`config.mk`:
```
export PLATFORM = sky130hd
export DESIGN_NAME = http_request_header_parser
export DESIGN_NICKNAME = d
export VERILOG_FILES = /design/src/rtl/hrhp_pkg.sv /design/src/rtl/http_request_header_parser.sv /design/src/rtl/hrhp_step.sv
export SDC_FILE = /design/constraint.sdc
export NUM_CORES = 1
export LEC_CHECK = 0
export ABC_AREA = 0
export BUFFER_PORTS_ARGS = -buffer_cell sky130_fd_sc_hd__buf_4
export CAP_MARGIN = 20
export CORE_UTILIZATION = 50
export CTS_BUF_LIST = sky130_fd_sc_hd__clkbuf_16
export DETAILED_ROUTE_END_ITERATION = 8
export HOLD_SLACK_MARGIN = 0.08
export MAX_ROUTING_LAYER = met4
export PLACE_DENSITY = 0.77
export SLEW_MARGIN = 20
export SYNTH_ARGS = -nofsm -noshare
export SYNTH_HDL_FRONTEND = slang
export SYNTH_HIERARCHICAL = 1
export SYNTH_SLANG_ARGS = --single-unit
```
`constraint.sdc`:
```
create_clock -name clk -period 14.1 [get_ports clk]
set_input_delay 0.705 -clock clk [delete_from_list [all_inputs] [get_ports clk]]
set_output_delay 0.705 -clock clk [all_outputs]
set_load 0.05 [all_outputs]
```
`src/rtl/hrhp_pkg.sv`:
```
`default_nettype none
package hrhp_pkg;

	localparam int LengthBits = 32;
	localparam int UrlBits    = 12;

	localparam logic [7:0] ChCr    = 8'h0d;
	localparam logic [7:0] ChLf    = 8'h0a;
	localparam logic [7:0] ChSp    = 8'h20;
	localparam logic [7:0] ChTab   = 8'h09;
	localparam logic [7:0] ChVt    = 8'h0b;
	localparam logic [7:0] ChFf    = 8'h0c;
	localparam logic [7:0] ChSlash = 8'h2f;
	localparam logic [7:0] ChQuery = 8'h3f;
	localparam logic [7:0] ChPlus  = 8'h2b;
	localparam logic [7:0] ChMinus = 8'h2d;
	localparam logic [7:0] ChZero  = 8'h30;
	localparam logic [7:0] ChNine  = 8'h39;

	localparam logic [127:0] WordGet     = "get";
	localparam logic [127:0] WordPost    = "post";
	localparam logic [127:0] WordVersion = "http/1.1";
	localparam logic [127:0] WordKeep    = "keep-alive";
	localparam logic [127:0] WordConn    = "connection:";
	localparam logic [127:0] WordClen    = "content-length:";
	localparam logic [127:0] WordHost    = "host:";

	// request flag bits
	localparam int RfPost  = 0;
	localparam int RfDyn   = 1;
	localparam int RfKeep  = 2;
	localparam int RfHost  = 3;
	localparam int RfQuery = 4;
	localparam int RfBad   = 5;

	typedef enum logic [2:0] {
		PH_METHOD  = 3'd0,
		PH_URL     = 3'd1,
		PH_VERSION = 3'd2,
		PH_HEADER  = 3'd3,
		PH_BODY    = 3'd4,
		PH_HALT    = 3'd5
	} phase_t;

	typedef enum logic [1:0] {
		KIND_NONE = 2'd0,
		KIND_CONN = 2'd1,
		KIND_CLEN = 2'd2,
		KIND_HOST = 2'd3
	} kind_t;

	typedef enum logic [1:0] {
		OUT_DONE      = 2'd0,
		OUT_BAD       = 2'd1,
		OUT_MALFORMED = 2'd2
	} outcome_t;

	typedef struct packed {
		logic [7:0] data_byte;
		logic       restart;
	} req_t;

	typedef struct packed {
		logic [1:0]            outcome;
		logic                  method;
		logic                  dynamic;
		logic                  keep_alive;
		logic                  host_seen;
		logic [LengthBits-1:0] body_length;
		logic [UrlBits-1:0]    url_length;
		logic                  directory_url;
	} res_t;

	typedef struct packed {
		phase_t     phase;
		logic [3:0] idx;
		logic [3:0] flags;
		kind_t      kind;
		logic       line_empty;
		logic       saw_cr;
		logic [5:0] rflags;
		logic       slash;
	} ctl_t;

	localparam ctl_t CtlReset = '{phase: PH_METHOD, idx: 4'd0, flags: 4'hf,
		kind: KIND_NONE, line_empty: 1'b1, saw_cr: 1'b0, rflags: 6'd0, slash: 1'b0};

	function automatic logic [7:0] to_lower(input logic [7:0] b);
		return (b >= 8'h41 && b <= 8'h5a) ? b + 8'd32 : b;
	endfunction

	function automatic logic is_blank(input logic [7:0] b);
		return b == ChSp || b == ChTab;
	endfunction

	function automatic logic [3:0] bump(input logic [3:0] i);
		return (i != 4'hf) ? i + 4'd1 : 4'hf;
	endfunction

	// true when byte b, lower-cased, equals character i of a word of length n
	function automatic logic word_hit(input logic [127:0] w, input logic [4:0] n,
			input logic [3:0] i, input logic [7:0] b);
		logic [6:0] pos;
		pos = 7'((n - 5'd1 - {1'b0, i}) << 3);
		return ({1'b0, i} < n) && (to_lower(b) == w[pos +: 8]);
	endfunction

	function automatic logic [127:0] hdr_word(input logic [1:0] c);
		unique case (c)
			2'd0:    return WordConn;
			2'd1:    return WordClen;
			default: return WordHost;
		endcase
	endfunction

	function automatic logic [4:0] hdr_len(input logic [1:0] c);
		unique case (c)
			2'd0:    return 5'd11;
			2'd1:    return 5'd15;
			default: return 5'd5;
		endcase
	endfunction

endpackage
`default_nettype wire

```
`src/rtl/http_request_header_parser.sv`:
```
// http request header parser, one request byte per beat
// input beats are registered, then each request's result is registered
// throughput: one byte per cycle; the input register advances whenever the
// result register is empty or being taken, parser state updates in one pass
// reset: arst_n clears the parser to request-line start with no beats held
`default_nettype none
module http_request_header_parser import hrhp_pkg::*; (
	input  wire logic clk,
	input  wire logic arst_n,
	input  wire logic req_valid,
	output logic      req_stall,
	input  wire req_t req,
	output logic      res_valid,
	input  wire logic res_stall,
	output res_t      res
);

	logic                  v_s1;
	req_t                  req_s1;
	ctl_t                  ctl_q, ctl_n;
	logic [LengthBits-1:0] accum_q, accum_n;
	logic [LengthBits-1:0] remain_q, remain_n;
	logic [UrlBits-1:0]    ucnt_q, ucnt_n;
	logic                  fire;
	res_t                  res_n;
	logic                  out_free;
	logic                  adv;

	assign out_free  = !res_valid || !res_stall;
	assign adv       = v_s1 && out_free;
	assign req_stall = v_s1 && !out_free;

	hrhp_step u_step (
		.req_b    (req_s1),
		.ctl      (ctl_q),
		.accum    (accum_q),
		.remain   (remain_q),
		.ucnt     (ucnt_q),
		.ctl_n    (ctl_n),
		.accum_n  (accum_n),
		.remain_n (remain_n),
		.ucnt_n   (ucnt_n),
		.fire     (fire),
		.res_n    (res_n)
	);

	always_ff @(posedge clk or negedge arst_n) begin
		if (!arst_n) begin
			v_s1      <= 1'b0;
			res_valid <= 1'b0;
			ctl_q     <= CtlReset;
			accum_q   <= '0;
			remain_q  <= '0;
			ucnt_q    <= '0;
		end else begin
			if (!req_stall) v_s1 <= req_valid;
			if (adv) begin
				ctl_q    <= ctl_n;
				accum_q  <= accum_n;
				remain_q <= remain_n;
				ucnt_q   <= ucnt_n;
			end
			if (out_free) res_valid <= adv && fire;
		end
	end

	always_ff @(posedge clk) begin
		if (!req_stall && req_valid) req_s1 <= req;
		if (adv && fire) res <= res_n;
	end

	a_stall_needs_beat: assert property (@(posedge clk) disable iff (!arst_n)
		req_stall |-> v_s1 && res_valid && res_stall)
		else $error("input stalled with no held beat");

	a_phase_legal: assert property (@(posedge clk) disable iff (!arst_n)
		ctl_q.phase != 3'd6 && ctl_q.phase != 3'd7)
		else $error("parser phase out of range");

	a_fail_fields_zero: assert property (@(posedge clk) disable iff (!arst_n)
		res_valid && res.outcome != OUT_DONE |-> res.body_length == '0 && res.url_length == '0)
		else $error("failed request carries fields");

	a_halt_after_fail: assert property (@(posedge clk) disable iff (!arst_n)
		$rose(res_valid) && res.outcome != OUT_DONE |-> ctl_q.phase == PH_HALT)
		else $error("parser not halted after failure");

endmodule
`default_nettype wire

```
`src/rtl/hrhp_step.sv`:
```
`default_nettype none
module hrhp_step import hrhp_pkg::*; (
	input  wire req_t                  req_b,
	input  wire ctl_t                  ctl,
	input  wire logic [LengthBits-1:0] accum,
	input  wire logic [LengthBits-1:0] remain,
	input  wire logic [UrlBits-1:0]    ucnt,
	output ctl_t                  ctl_n,
	output logic [LengthBits-1:0] accum_n,
	output logic [LengthBits-1:0] remain_n,
	output logic [UrlBits-1:0]    ucnt_n,
	output logic                  fire,
	output res_t                  res_n
);

	localparam logic [LengthBits-1:0] LenMax = '1;
	localparam logic [UrlBits-1:0]    UrlMax = '1;

	always_comb begin
		ctl_t                s;
		logic [LengthBits-1:0] a;
		logic [LengthBits-1:0] r;
		logic [UrlBits-1:0]    u;
		logic [7:0]            b;
		logic                  done;
		logic                  hit;
		logic [1:0]            fail;
		logic [LengthBits+3:0] prod;
		b    = req_b.data_byte;
		s    = req_b.restart ? CtlReset : ctl;
		a    = req_b.restart ? '0 : accum;
		r    = req_b.restart ? '0 : remain;
		u    = req_b.restart ? '0 : ucnt;
		done = 1'b0;
		hit  = 1'b0;
		fail = OUT_DONE;
		prod = '0;

		if (s.phase == PH_BODY) begin
			if (r != '0) r = r - 1'b1;
			if (r == '0) done = 1'b1;
		end else if (s.phase == PH_HALT) begin
			s = s;
		end else if (s.saw_cr) begin
			s.saw_cr = 1'b0;
			if (b != ChLf) begin
				fail = OUT_MALFORMED;
			end else if (s.phase == PH_VERSION) begin
				if (s.rflags[RfBad] || !s.flags[0] || s.idx != 4'd8) begin
					fail = OUT_BAD;
				end else begin
					s.phase = PH_HEADER;
					s.kind = KIND_NONE;
					s.flags = 4'h7;
					s.idx = 4'd0;
					s.line_empty = 1'b1;
				end
			end else if (s.phase != PH_HEADER) begin
				fail = OUT_BAD;
			end else if (s.line_empty) begin
				if (a != '0) begin
					s.phase = PH_BODY;
					r = a;
				end else begin
					done = 1'b1;
				end
			end else begin
				if (s.kind == KIND_CONN && s.flags == 4'h1 && s.idx == 4'd10)
					s.rflags[RfKeep] = 1'b1;
				s.kind = KIND_NONE;
				s.flags = 4'h7;
				s.idx = 4'd0;
				s.line_empty = 1'b1;
			end
		end else if (b == ChCr) begin
			s.saw_cr = 1'b1;
		end else if (b == ChLf) begin
			fail = OUT_MALFORMED;
		end else begin
			s.line_empty = 1'b0;
			unique case (s.phase)
				PH_METHOD: begin
					if (is_blank(b)) begin
						if (s.flags[0] && s.idx == 4'd3) s.rflags[RfPost] = 1'b0;
						else if (s.flags[1] && s.idx == 4'd4) begin
							s.rflags[RfPost] = 1'b1;
							s.rflags[RfDyn] = 1'b1;
						end else s.rflags[RfBad] = 1'b1;
						s.phase = PH_URL;
						s.idx = 4'd0;
					end else begin
						if (!word_hit(WordGet, 5'd3, s.idx, b)) s.flags[0] = 1'b0;
						if (!word_hit(WordPost, 5'd4, s.idx, b)) s.flags[1] = 1'b0;
						s.idx = bump(s.idx);
					end
				end
				PH_URL: begin
					if (is_blank(b)) begin
						if (s.idx == 4'd0) s.rflags[RfBad] = 1'b1;
						s.phase = PH_VERSION;
						s.idx = 4'd0;
						s.flags = 4'h1;
					end else begin
						if (s.idx == 4'd0 && b != ChSlash) s.rflags[RfBad] = 1'b1;
						s.idx = 4'd1;
						s.slash = (b == ChSlash);
						if (!s.rflags[RfQuery]) begin
							if (b == ChQuery && !s.rflags[RfPost]) begin
								s.rflags[RfQuery] = 1'b1;
								s.rflags[RfDyn] = 1'b1;
							end else if (u != UrlMax) u = u + 1'b1;
						end
					end
				end
				PH_VERSION: begin
					if (!word_hit(WordVersion, 5'd8, s.idx, b)) s.flags[0] = 1'b0;
					s.idx = bump(s.idx);
				end
				default: begin
					priority case (s.kind)
						KIND_CONN: begin
							if (s.flags[0] || !is_blank(b)) begin
								s.flags[0] = 1'b1;
								if (!word_hit(WordKeep, 5'd10, s.idx, b)) s.flags[1] = 1'b1;
								s.idx = bump(s.idx);
							end
						end
						KIND_CLEN: begin
							if (!s.flags[1]) begin
								if (!s.flags[0] && (is_blank(b) || b == ChVt || b == ChFf)) begin
									s = s;
								end else if (!s.flags[0] && (b == ChPlus || b == ChMinus)) begin
									s.flags[0] = 1'b1;
									if (b == ChMinus) s.flags[2] = 1'b1;
								end else begin
									s.flags[0] = 1'b1;
									if (b >= ChZero && b <= ChNine) begin
										if (!s.flags[2]) begin
											// a*10 + digit, clamp on overflow
											prod = ({4'd0, a} << 3) + ({4'd0, a} << 1)
												+ (LengthBits+4)'(b - ChZero);
											a = (prod > {4'd0, LenMax}) ? LenMax
												: prod[LengthBits-1:0];
										end
									end else begin
										s.flags[1] = 1'b1;
									end
								end
							end
						end
						KIND_HOST: s = s;
						default: begin
							if (s.flags[2:0] != 3'd0) begin
								for (int c = 0; c < 3; c++) begin
									if (!hit && s.flags[c]) begin
										if (!word_hit(hdr_word(2'(c)), hdr_len(2'(c)), s.idx, b))
											s.flags[c] = 1'b0;
										else if ({1'b0, s.idx} + 5'd1 == hdr_len(2'(c))) begin
											hit = 1'b1;
											s.kind = kind_t'(2'(c + 1));
											s.flags = 4'h0;
											s.idx = 4'd0;
											if (c == 1) a = '0;
											if (c == 2) s.rflags[RfHost] = 1'b1;
										end
									end
								end
								if (!hit) s.idx = bump(s.idx);
							end
						end
					endcase
				end
			endcase
		end

		fire  = done || (fail != OUT_DONE);
		res_n = '0;
		if (fail != OUT_DONE) begin
			res_n.outcome = fail;
			s.phase = PH_HALT;
		end else if (done) begin
			res_n.outcome        = OUT_DONE;
			res_n.method         = s.rflags[RfPost];
			res_n.dynamic        = s.rflags[RfDyn];
			res_n.keep_alive     = s.rflags[RfKeep];
			res_n.host_seen      = s.rflags[RfHost];
			res_n.body_length    = a;
			res_n.url_length     = u;
			res_n.directory_url  = s.slash;
			s = CtlReset;
			a = '0;
			r = '0;
			u = '0;
		end
		ctl_n    = s;
		accum_n  = a;
		remain_n = r;
		ucnt_n   = u;
	end

endmodule
`default_nettype wire
```
======== Word level (Yosys, flattened, before mapping) ========
Cells that the tools add are included.
W data, S select, Z words.
operators by class
  add/sub/neg operators ................... 21
  order comparisons ....................... 12
  equality and inequality tests ........... 38
  shift-type cells ........................ 7
  muxes and demuxes ....................... 336
  bitwise gates (word level) .............. 1
  reductions and logical operators ........ 54
operators with widths
  kind                        number
  $mux W128                   27
  $mux W32                    32
  $shiftx A128 B8 Y8 const A  4
  $shiftx A128 B8 Y8          3
  $mux W10                    38
  $mux W5                     58
  $mux W22                    12
  $mux W12                    13
  $mux W14                    6
  $mux W1                     82
  $pmux W32 S2                1
  $reduce_bool A32 Y1         2
  $eq A8 B8 Y1                7
  $mux W4                     12
  $mux W2                     23
  $eq A8 B4 Y1 const B        5
  $eq A8 B6 Y1 const B        5
  $add A35 B33 Y36            1
  $add A36 B36 Y36            1
  $gt A36 B32 Y1 const B      1
  $logic_not A32 Y1           1
  $sub A32 B1 Y32 const B     1
  $mux W3                     10
  $pmux W4 S3                 2
  54 further kinds            122
word-level totals
  register bits ........................... 160
  input bits .............................. 13
  output and inout port bits .............. 53
  word-level logic and storage cells ...... 492

======== Depth between registers and ports, before layout ========
  word-level depth ........................ 134
  gate-level depth with buffers ........... 47
  gate-level depth less buffers ........... 44

======== Modules after synthesis ========
The synthesis kept the hierarchy.
by module, submodules not included
  module                      instances  cells each  area an instance (um^2)  seq. area each (um^2)
  hrhp_step                   1          1748        10639.0                  0.0
  http_request_header_parser  1          278         5642.9                   4310.4

======== Worst setup path after synthesis ========
No wires, ideal clock.
  path type ............................... register to register
  start ................................... reg req_s1[0] (netlist bit)
  end ..................................... reg ctl_q[18] (netlist bit)
  setup time .............................. 0.125 ns
  arrival ................................. 8.736 ns
  data required time ...................... 13.975 ns
  setup slack ............................. 5.239 ns
  stages on the path, launching flop included .. 47
  buffers on the path ..................... 3
  period minus slack after synthesis ...... 8.861 ns
  cell sequence ........................... edfxtp_1 buf_6 nand2b_4 clkbuf_1 clkinv_1 ha_1 inv_1 ha_1 or3b_1 nand3_1 nor3b_1 o2111ai_1 nor4_4 a31oi_1 ha_1 ha_1 inv_1 nor3_1 [11 not listed] a21o_1 a22oi_1 o21a_1 o211a_1 nand3_1 nor4_2 o2111a_2 nor2_1 ha_1 nor2_1 nand2_1 a31oi_1 o21ai_0 a21oi_1 o21ai_0 a21oi_1 nor2_1 mux2_2
RTL lines
  item                    RTL line                          source
  from (decl)             http_request_header_parser.sv:19  req_t req_s1;
  from (signal assigned)  http_request_header_parser.sv:68  if (!req_stall && req_valid) req_s1 <= req;
  to (signal assigned)    http_request_header_parser.sv:51  ctl_q <= CtlReset;
  to (signal assigned)    http_request_header_parser.sv:58  ctl_q <= ctl_n;
  to (decl)               http_request_header_parser.sv:20  ctl_t ctl_q, ctl_n;

==> flow_summary.yaml <==
synthesis:
  synth_top_area_cell: "dfrtp_1"
  syn_nets: 2146
  synth_edf_count: 60
  synth_area_per_cell_um2: 8.04
  synthDistinctLibCells: 101
  ys.flop_type: "dfrtp_1"
  synth_common_cells: "286 x nor2_1, 188 x nand2_1, 163 x a21oi_1"
  synth_top_area_share_pct: 14.6
  synth_area_leaders: "dfrtp_1 15%, edfxtp_1 11%, nor2_1 6.6%, ha_1 5.8%, mux2_2 5.6%"
  yosys_warnings: 6
  synth_area_um2: 16300
  yosysMostFrequentCell: "nor2_1"
  synth-seq-cells: 160
  synthCells: 2026
  yosysSeqAreaShare_pct: 26.5
  async_flop_share_pct: 62.5
sta:
  relSlewSlack_pct: 27.8
  fin_crit_sh_pct: 79.7
  tightest_slew_ns: 1.08
  setup-violations-final: 0
  fmax_mhz: 89.0
  final.min_clock_period_ns: 11.24
  rsz0062_at_grt: "false"
  slew_viol_final: 0
  skew_ns: 0.0151
  fin_setup_tns_ns: 0
  hold_viol: 0
routing:
  viasPerCell: 6.57
  drt-total-wl_mm: 54.7
  postRouteAntennaNets: 0
  dr.pass1.iters: 8
  drc: 0
  num_vias: 16194
  wire_per_inst_um: 22.2
  initialDrtViolationCount: 2145
floorplanning:
  placementRows: 65
  die_h_um: 182
  initial_core_util_pct: 51.2
  die_area_um2: 33300
  io_pins: 66
  die_w_um: 182
  core_um2: 31800
clocking:
  clockRootBuffer: "clkbuf_16"
  numCtsBuffers: 17
  cts_resized: 0
  htreeDepth: 4
  cts_num_sinks: 160
  clkLatencyLatePin_ns: 0.46
  clkTransAtPathRegs_ns: 0.07
  cts_setup_buffers: 0
  clock_path_buffers: 2
  hold_buffers: 0
  cts_tree: "yes"
power_and_ir_drop:
  pwr_density_cell_nw_per_um2: 93.2
  power_leakage_nw: 7.56
  vdd_drop_max_mv: 0.0947
place:
  placed_area_um2: 17000
  dp_hpwl_mm: 39.2
  dp_cells: 2432
  gp_congestion: 1.03
  port_buffers: 65
worst_setup_path:
  worstPathRequired_ns: 14.44
  max_stage_delay_ns: 0.62
  crit_fanout: 19
  crit_path_end_kind: "flop"
  slowest_stage: "edfxtp_1"
  critPathMostFrequentCell: "ha_1"
  cp.arrival_ns: 11.58
  path_class: "flop to flop"
  start_kind: "flop"
finish:
  syn_to_final_growth_pct: 8.00
  fin_cells: 2465
  nFillCells: 2948
  fin_util_pct: 55.3
  nNetsFinal: 2136
  fin_area_um2: 17600
  drive_gt1_share_pct: 14.0
  multi_input_comb_area_um2: 11200
  seq_area_um2: 4310
outcome:
  status: "finished clean"
global_routing:
  gr-total-overflow: 0
  grt_max_degree: 121
  gr-usage-all-layers_pct: 34.2
  antenna_found_initial: 1
  grt_pass1_vias: 15192
  grt_pass1_wl_mm: 86.2
flow_run:
  drv_cap: 0
min_path:
  hold_path.class: "primary input to asynchronous set/reset pin"
path summary, 6_finish.rpt:
kind | start | endpoint | slack, ns | depth (start not counted)
max in group asynchronous | arst_n | ctl_q[21]$_DFFE_PN0P_ | 12.60 | 2
hold / removal | arst_n | accum_q[17]$_DFFE_PN0P_ | 0.23 | 1
setup reg to reg | req_s1[0]$_DFFE_PP_ | ctl_q[18]$_DFFE_PN0P_ | 2.86 | 42
hold reg to reg | ctl_q[0]$_DFFE_PN0P_ | ctl_q[0]$_DFFE_PN0P_ | 0.52 | 1
setup / recovery | req_s1[0]$_DFFE_PP_ | ctl_q[18]$_DFFE_PN0P_ | 2.86 | 42
min in group clk | req[5] | req_s1[5]$_DFFE_PP_ | 0.42 | 1
cell type report:
cell class | instances | share of cell area, %
antenna | 1 | 0.0142
clock buffer | 19 | 2.70
clock inverter | 13 | 0.626
inverter | 74 | 1.58
multi-input combinational | 1671 | 63.5
sequential | 160 | 24.5
tap | 435 | 3.10
timing repair buffer | 92 | 4.00
per-layer routing:
layer	vias up	GRT usage [%]	routed length [um]
li1	7363	-	-
met1	7783	44.0	22600
met2	859	53.2	25400
met3	189	4.11	3990
met4	0	16.8	2670
met5	-	-	0
layout by cell type (no fill, tap or decap), types with 12 or more instances in the layout:
| master | synthesis | layout |
|---|---|---|
| nor4_1 | 23 | 23 |
| o21a_1 | 12 | 12 |
| nand2b_1 | 22 | 22 |
| a21oi_1 | 163 | 162 |
| mux2_2 | 81 | 81 |
| xor2_1 | 29 | 29 |
| a211oi_1 | 26 | 26 |
| nand4_1 | 17 | 17 |
| nand3_1 | 62 | 62 |
| mux2_4 | 20 | 20 |
| edfxtp_1 | 60 | 60 |
| nor3_1 | 66 | 63 |
| xnor2_1 | 39 | 39 |
| and3_1 | 17 | 17 |
| and2_1 | 33 | 33 |
| o211ai_1 | 14 | 14 |
| nand2_1 | 188 | 188 |
| nor2b_1 | 40 | 40 |
| nor2_1 | 286 | 286 |
| o21ai_0 | 114 | 114 |
| dfrtp_1 | 95 | 95 |
| inv_1 | 70 | 69 |
| a31oi_1 | 29 | 29 |
| ha_1 | 76 | 76 |
| o22ai_1 | 15 | 14 |
| fa_1 | 31 | 31 |
| a221oi_1 | 20 | 20 |
| buf_4 | 9 | 91 |
| a21o_1 | 33 | 33 |
| clkbuf_16 | 0 | 19 |
| or2_2 | 12 | 12 |
per-stage QoR:
stage | power [mW] | worst slack, ns | hold slack [ns]
after floorplan | 1.00 | 5.24 | 0.409
after detailed placement | 1.15 | 3.17 | 0.498
after global routing | 1.72 | 1.99 | 0.256
final | 1.64 | 2.86 | 0.229
after CTS | 1.63 | 3.10 | 0.226
after global placement | 1.14 | 3.39 | 0.490
registers in the layout, indices dropped and copies added (netlist names):
signal     cells
v_s1           1
req_s1         9
remain_q      32
ctl_q         22
ucnt_q        12
res_valid      1
accum_q       32
res           51
critical path, delay by kind of cell (launching register included):
family / cells / cell delay, ns
adder cells (fa/ha/maj): 6 / 2.41
buffers and inverters: 5 / 1.34
AO/OA/AOI/OAI: 15 / 3.12
AND/OR/NAND/NOR: 15 / 3.30
multiplexers: 1 / 0.28
flip-flops: 1 / 0.62
cells by family after synthesis:
family	Yosys count	synth area share (%)
buffers and inverters	195	5.23
AOI/OAI and AO/OA	566	23.0
DFF	160	26.5
and+or+nand+nor	819	23.9
adders and majority gates	107	9.65
xor gates and xnor gates	68	3.66
muxes	111	8.06
power breakdown:
group	internal (mW)	switching, mW
sequential	0.492	0.0268
clock	0.253	0.220
combinational	0.226	0.420
total	0.971	0.667
Note: power is estimated with default switching activity, not from simulation.
